$ cat src/hw/rtl/bcs_pkg.sv
// Shared constants and types for the barycentric color sampler.
`timescale 1ns / 1ps
package bcs_pkg;

  localparam int COORD_BITS_DEF = 21;
  localparam int VTX_BITS       = 63;
  localparam int COLOR_BITS     = 24;
  localparam int CHAN_BITS      = 8;
  localparam int NUM_CHAN       = 3;
  localparam int NUM_AXIS       = 3;
  localparam int LIMIT_BITS     = 32;
  localparam logic [LIMIT_BITS-1:0] LIMIT_RESET = 32'd43;

  typedef logic [CHAN_BITS-1:0] chan_t;

  // Control that travels with each beat through the divider stages.
  typedef struct packed {
    logic valid;
    logic ok;
  } bcs_ctl_t;

endpackage

$ cat src/hw/rtl/bcs_div_step.sv
// One restoring division step, producing one quotient bit per color channel.
`timescale 1ns / 1ps
module bcs_div_step import bcs_pkg::*; #(
  parameter int SW  = 102,
  parameter int LW  = 91,
  parameter int BIT = 7
) (
  input  logic                 clk,
  input  logic                 rst,
  input  logic                 en,
  input  bcs_ctl_t             ctl_in,
  input  logic [LW-1:0]        len_in,
  input  logic signed [SW-1:0] rem_in [NUM_CHAN],
  input  chan_t                q_in [NUM_CHAN],
  output bcs_ctl_t             ctl,
  output logic [LW-1:0]        len,
  output logic signed [SW-1:0] rem [NUM_CHAN],
  output chan_t                q [NUM_CHAN]
);

  logic signed [SW-1:0] trial;
  logic signed [SW-1:0] rem_next [NUM_CHAN];
  chan_t                q_next [NUM_CHAN];

  always_comb begin
    trial = $signed({{(SW-LW){1'b0}}, len_in}) <<< BIT;
    for (int c = 0; c < NUM_CHAN; c++) begin
      if (trial <= rem_in[c]) begin
        rem_next[c] = rem_in[c] - trial;
        q_next[c]   = q_in[c] | (chan_t'(1) << BIT);
      end else begin
        rem_next[c] = rem_in[c];
        q_next[c]   = q_in[c];
      end
    end
  end

  always_ff @(posedge clk) begin
    if (rst) begin
      ctl <= '0;
    end else if (en) begin
      ctl <= ctl_in;
    end
  end

  always_ff @(posedge clk) begin
    if (en) begin
      len <= len_in;
      for (int c = 0; c < NUM_CHAN; c++) begin
        rem[c] <= rem_next[c];
        q[c]   <= q_next[c];
      end
    end
  end

endmodule

$ cat config.mk
export PLATFORM = sky130hd
export DESIGN_NAME = bcs_div_step
export DESIGN_NICKNAME = d
export VERILOG_FILES = /design/src/hw/rtl/bcs_pkg.sv /design/src/hw/rtl/bcs_div_step.sv
export SDC_FILE = /design/constraint.sdc
export NUM_CORES = 1
export LEC_CHECK = 0
export BUFFER_PORTS_ARGS = -buffer_cell sky130_fd_sc_hd__buf_2
export CAP_MARGIN = 20
export CORE_AREA = 2 2 331 333
export DETAILED_ROUTE_END_ITERATION = 10
export DIE_AREA = 0 0 333 335
export PLACE_DENSITY_LB_ADDON = 0.1
export SYNTH_ARGS = -nofsm -noshare
export SYNTH_HDL_FRONTEND = slang
export SYNTH_SLANG_ARGS = --single-unit
$ cat constraint.sdc
create_clock -name clk -period 4.5 [get_ports clk]
set_input_delay 0 -clock clk [delete_from_list [all_inputs] [get_ports clk]]
set_output_delay 0 -clock clk [all_outputs]
set_load 0.02 [all_outputs]
Word-level counts from Yosys, hierarchy flattened
Index checks and enable logic that the tools add are counted.
{"block": "totals", "ff_bits": 423, "latch_bits": 0, "mem_bits_rw": 0, "rom_bits": 0, "in_bits": 426, "output_inout_bits": 423, "mem_count": 0}
{"block": "classes", "addsub": 3, "multipliers": 0, "div": 0, "order_cmp": 3, "n_eq_ne": 0, "shift": 0, "mux": 3, "n_bitwise": 0, "reduce_logical": 0}
{"cell": "$le 99x102->1", "n": 3}
{"cell": "$mux 102", "n": 3}
{"cell": "$sub 102x99->102", "n": 3}

Depth between registers and ports, before layout
{"block": "depth", "word_depth": 2, "depth_mapped": 16}

Worst setup path after synthesis
Ideal clock, no wire load.
{"block": "synth_path", "path_type": "input port to flip-flop", "startpoint": "input rem_in[7] (netlist bit)", "endpoint": "register rem[95] (netlist bit) (data pin)", "setup_time_ps": 263, "t_arrival_ps": 2737, "required_time_ps": 4237, "path_slack_ps": 1501, "path_stages": 14, "path_cell_list": "inv_1 ha_1 fa_1 nand2b_1 a21oi_2 o211ai_4 a2111oi_4 o31ai_2 o21ai_4 a31oi_4 o41ai_4 a31oi_2 nor4_1 nor3_1"}
{"element": "start: declaration", "line": "bcs_div_step.sv:13", "rtl": "input logic signed [SW-1:0] rem_in [NUM_CHAN],"}
{"element": "end signal: indexed assignment", "line": "bcs_div_step.sv:50", "rtl": "rem[c] <= rem_next[c];"}
{"element": "end: declaration", "line": "bcs_div_step.sv:17", "rtl": "output logic signed [SW-1:0] rem [NUM_CHAN],"}

==> results_dict.tcl <==
set metrics [dict create \
    status "finished, violations left" \
    violations "negative setup slack" \
    grt_max_degree 101 \
    die_w_um 333 \
    synth-edff-count 421 \
    syn_inst 3861 \
    arrival_ps 4930 \
    finalHoldViolations 0 \
    hold_depth 3 \
    netlist.area_leader.share_pct 37.4 \
    drive_gt1_share_pct 21.5 \
    wl_um 161000 \
    mappedNetlistNets 4563 \
    cp-end-kind "register" \
    irDropWorstVdd_v 0.000289 \
    path_cells "dlygate4sd3_1, buf_2, inv_1, ha_1, a21o_1, a21o_1, a21oi_1, o21ai_0, a311o_1, o21ai_1, nand2_1, o211a_1, a21oi_1, nand3_1, xnor2_1, dlygate4sd3_1" \
    h-tree-depth 2 \
    powerDensity_mw_per_mm2 329 \
    synthesis.area_mm2 0.0338 \
    start_util_pct 31.2 \
    min_period_over_period_pct 100 \
    setup_viol 1 \
    worstPathMaxFanout 7 \
    slew-limit-headroom_pct 33.6 \
    rows 121 \
    max_stage_delay_ps 550 \
    clk_path_buf_depth 3 \
    hpwlAfterDp_um 133000 \
    top_usage_layer "met2" \
    final_area_mm2 0.0459 \
    hold_path.class "input pin to register" \
    rsz0062_at_grt "yes" \
    area_delta_synth_final_pct 35.9 \
    grt_first_pass_wirelength_um 227000 \
    synth_seq_area_share_pct 37.6 \
    min-delay-start "rst" \
    synth.avg_cell_area_um2 8.75 \
    critPathRequiredTime_ps 4930 \
    rrSetupSlack_ps 3370 \
    cts_tree "yes" \
    skew_ps 0 \
    fin_ws_ps -2.09 \
    post-route-min-period_ps 4500 \
    finalMaxSlewViolations 0 \
    async_flop_share_pct 0 \
    routed_via_density 5.30 \
    vias 34700 \
    yosysWarningCount 0 \
    io_pins 849 \
    synth.area.top_cells "edfxtp_1 37%, ha_1 10%, a21oi_1 7.8%, nand2_1 4.5%, o21ai_0 4.5%" \
    setup.worst_path.start_class "input pin" \
    drt_iter0_markers 2828 \
    cts_setup_buffers 0 \
    yosysUniqueCellTypes 113 \
    cp_slowest_cell "dlygate4sd3_1" \
    clock_latency_ps 650 \
    clock_sink_count 423 \
    cts_root_buffer "clkbuf_16" \
    finish.net_count 5790 \
    fp.dieArea_mm2 0.112 \
    drc 0 \
    grt_use_met1_pct 36.6 \
    met3_usage_pct 4.46 \
    reg2reg_from "ctl[0]$_SDFFE_PP0P_" \
    grtUsageTotal_pct 27.6 \
    dominantRegCellSynth "edfxtp_1" \
    met2_usage_pct 46.0 \
    die_height_um 335 \
    dr.pass1.iters 6 \
    cts_inserted_buffers 56 \
    coreArea_mm2 0.108 \
    grt-ovfl-total 0 \
    worstMarginPinSlew_ps 990 \
    worst-setup-path-type "input pin to register" \
    reg2reg_depth 3 \
    max_freq_mhz 222 \
    p_total_mw 15.1 \
    gp_congestion 0.950 \
    cap_violations 0 \
    netlist.top_cell.by_area "edfxtp_1" \
    synth-seq-cells 423 \
    placed_area_mm2 0.0397 \
    r2r_end "ctl[0]$_SDFFE_PP0P_" \
    grt_pass1_vias 33500 \
    io_buffers 848 \
    clkTransAtPathRegs_ps 70 \
    wl_per_cell_um 24.6 \
    ant_nets 0 \
    antenna_found_initial 22 \
    p_leak_nw 19.6 \
    worstHoldEndpoint "ctl[1]$_SDFFE_PP0P_" \
]
## state kept, by name, indices dropped and copies added, names as in the netlist
name  count
len      91
q        24
ctl       2
rem     306
## cells in the mapped netlist (16+ instances only)
cell        n
nand4_1   128
buf_2      70
a31oi_1    34
edfxtp_1  421
o21a_1     25
o21bai_1   80
nand2_1   409
nor3_1     61
nor2b_1    19
nand3_1    44
xor2_1    104
o21ai_0   303
o21ai_1    26
nor4_1     30
o211ai_1   20
o31ai_1    28
ha_1      273
clkbuf_1  107
and3_1     19
inv_1     185
or3_1      18
xnor2_1   163
nand2b_1   38
a211oi_1   16
a21oi_1   525
nor2_1    349
a21o_1    129
## worst max path at each step
stage | to | slack [ps] | from | depth (start not counted)
finish | rem[202]$_DFFE_PP_ | -2 | len_in[26] | 16
global route | rem[303]$_DFFE_PP_ | -8 | len_in[0] | 17
CTS | rem[177]$_DFFE_PP_ | 70 | rem_in[140] | 14
detailed placement | rem[177]$_DFFE_PP_ | -400 | len_in[31] | 14
global placement | rem[177]$_DFFE_PP_ | -390 | len_in[31] | 14
floorplan | rem[95]$_DFFE_PP_ | 1500 | rem_in[7] | 14
## per-layer routing
layer / wire length [um] / vias to the layer above / part of all wire, %
li1: - / 16700 / -
met1: 70500 / 16500 / 44
met2: 75500 / 1261 / 47
met3: 9700 / 231 / 6.0
met4: 5220 / 30 / 3.2
met5: 184 / - / 0.11
## area by class of cell
class	count	area [um2]
inverters	188	706
repair buffers	1368	9380
multi-input cells	3051	19500
flip-flops and latches	423	12700
clock inverters	36	397
diodes	7	17.5
clock buffers	63	1450
well taps	1414	1770
fillers	11100	62200
## cell usage in the layout (no fill, tap or decap), types with 28 or more instances in the layout
cell type and n:
nor2_1 349, nand3_1 42, o21ai_0 303, buf_2 847, nand2b_1 38, a21o_1 129, xor2_1 104, clkbuf_16 57
buf_4 76, a21oi_1 525, o31ai_1 28, nand2_1 408, o21bai_1 80, dlygate4sd3_1 433, ha_1 273, a31oi_1 31
nor4_1 29, nand4_1 128, xnor2_1 163, inv_1 185, edfxtp_1 421, nor3_1 61
## power breakdown
group / switching (mW) / internal (mW)
Combinational: 3.41 / 1.95
Clock: 1.93 / 2.76
Sequential: 0.150 / 4.89
Total: 5.49 / 9.59
## cells by family after synthesis
kind of cell    count (synthesis)  synth area share [%]
buf+inv                       387                  4.93
xor+xnor                      267                  6.92
compound gates               1311                  23.6
mux                            10                 0.315
flops                         423                  37.6
simple gates                 1187                  16.3
fa+ha+maj                     276                  10.3
## metrics by stage
stage | TNS (ps) | utilization [%] | setup slack [ps] | hold slack (ps) | instances
floorplan | 0 | - | 1500 | 72.4 | 3861
global placement | -1030 | 36.7 | -393 | 177 | 6011
detailed placement | -1040 | 36.7 | -397 | 178 | 6011
CTS | 0 | 42.4 | 66.7 | 0.694 | 6543
global route | -7.71 | 42.4 | -7.71 | 28.5 | 6545
finish | -2.09 | 42.5 | -2.09 | 51.6 | 6550
## repair_timing
action	4_1_cts	5_1_grt
resized for setup	0	8
hold buffers	433	0
setup endpoints to repair	0	8
hold endpoints to repair	486	0
## worst max-delay path: cells and delay by family
kind | cells | cell delay, ps
AOI/OAI and AO/OA | 8 | 2790
xor gates and xnor gates | 1 | 130
adders and majority gates | 1 | 350
buffers and inverters | 4 | 1360
and+or+nand+nor | 2 | 280
(Power assumes the default switching activity.)
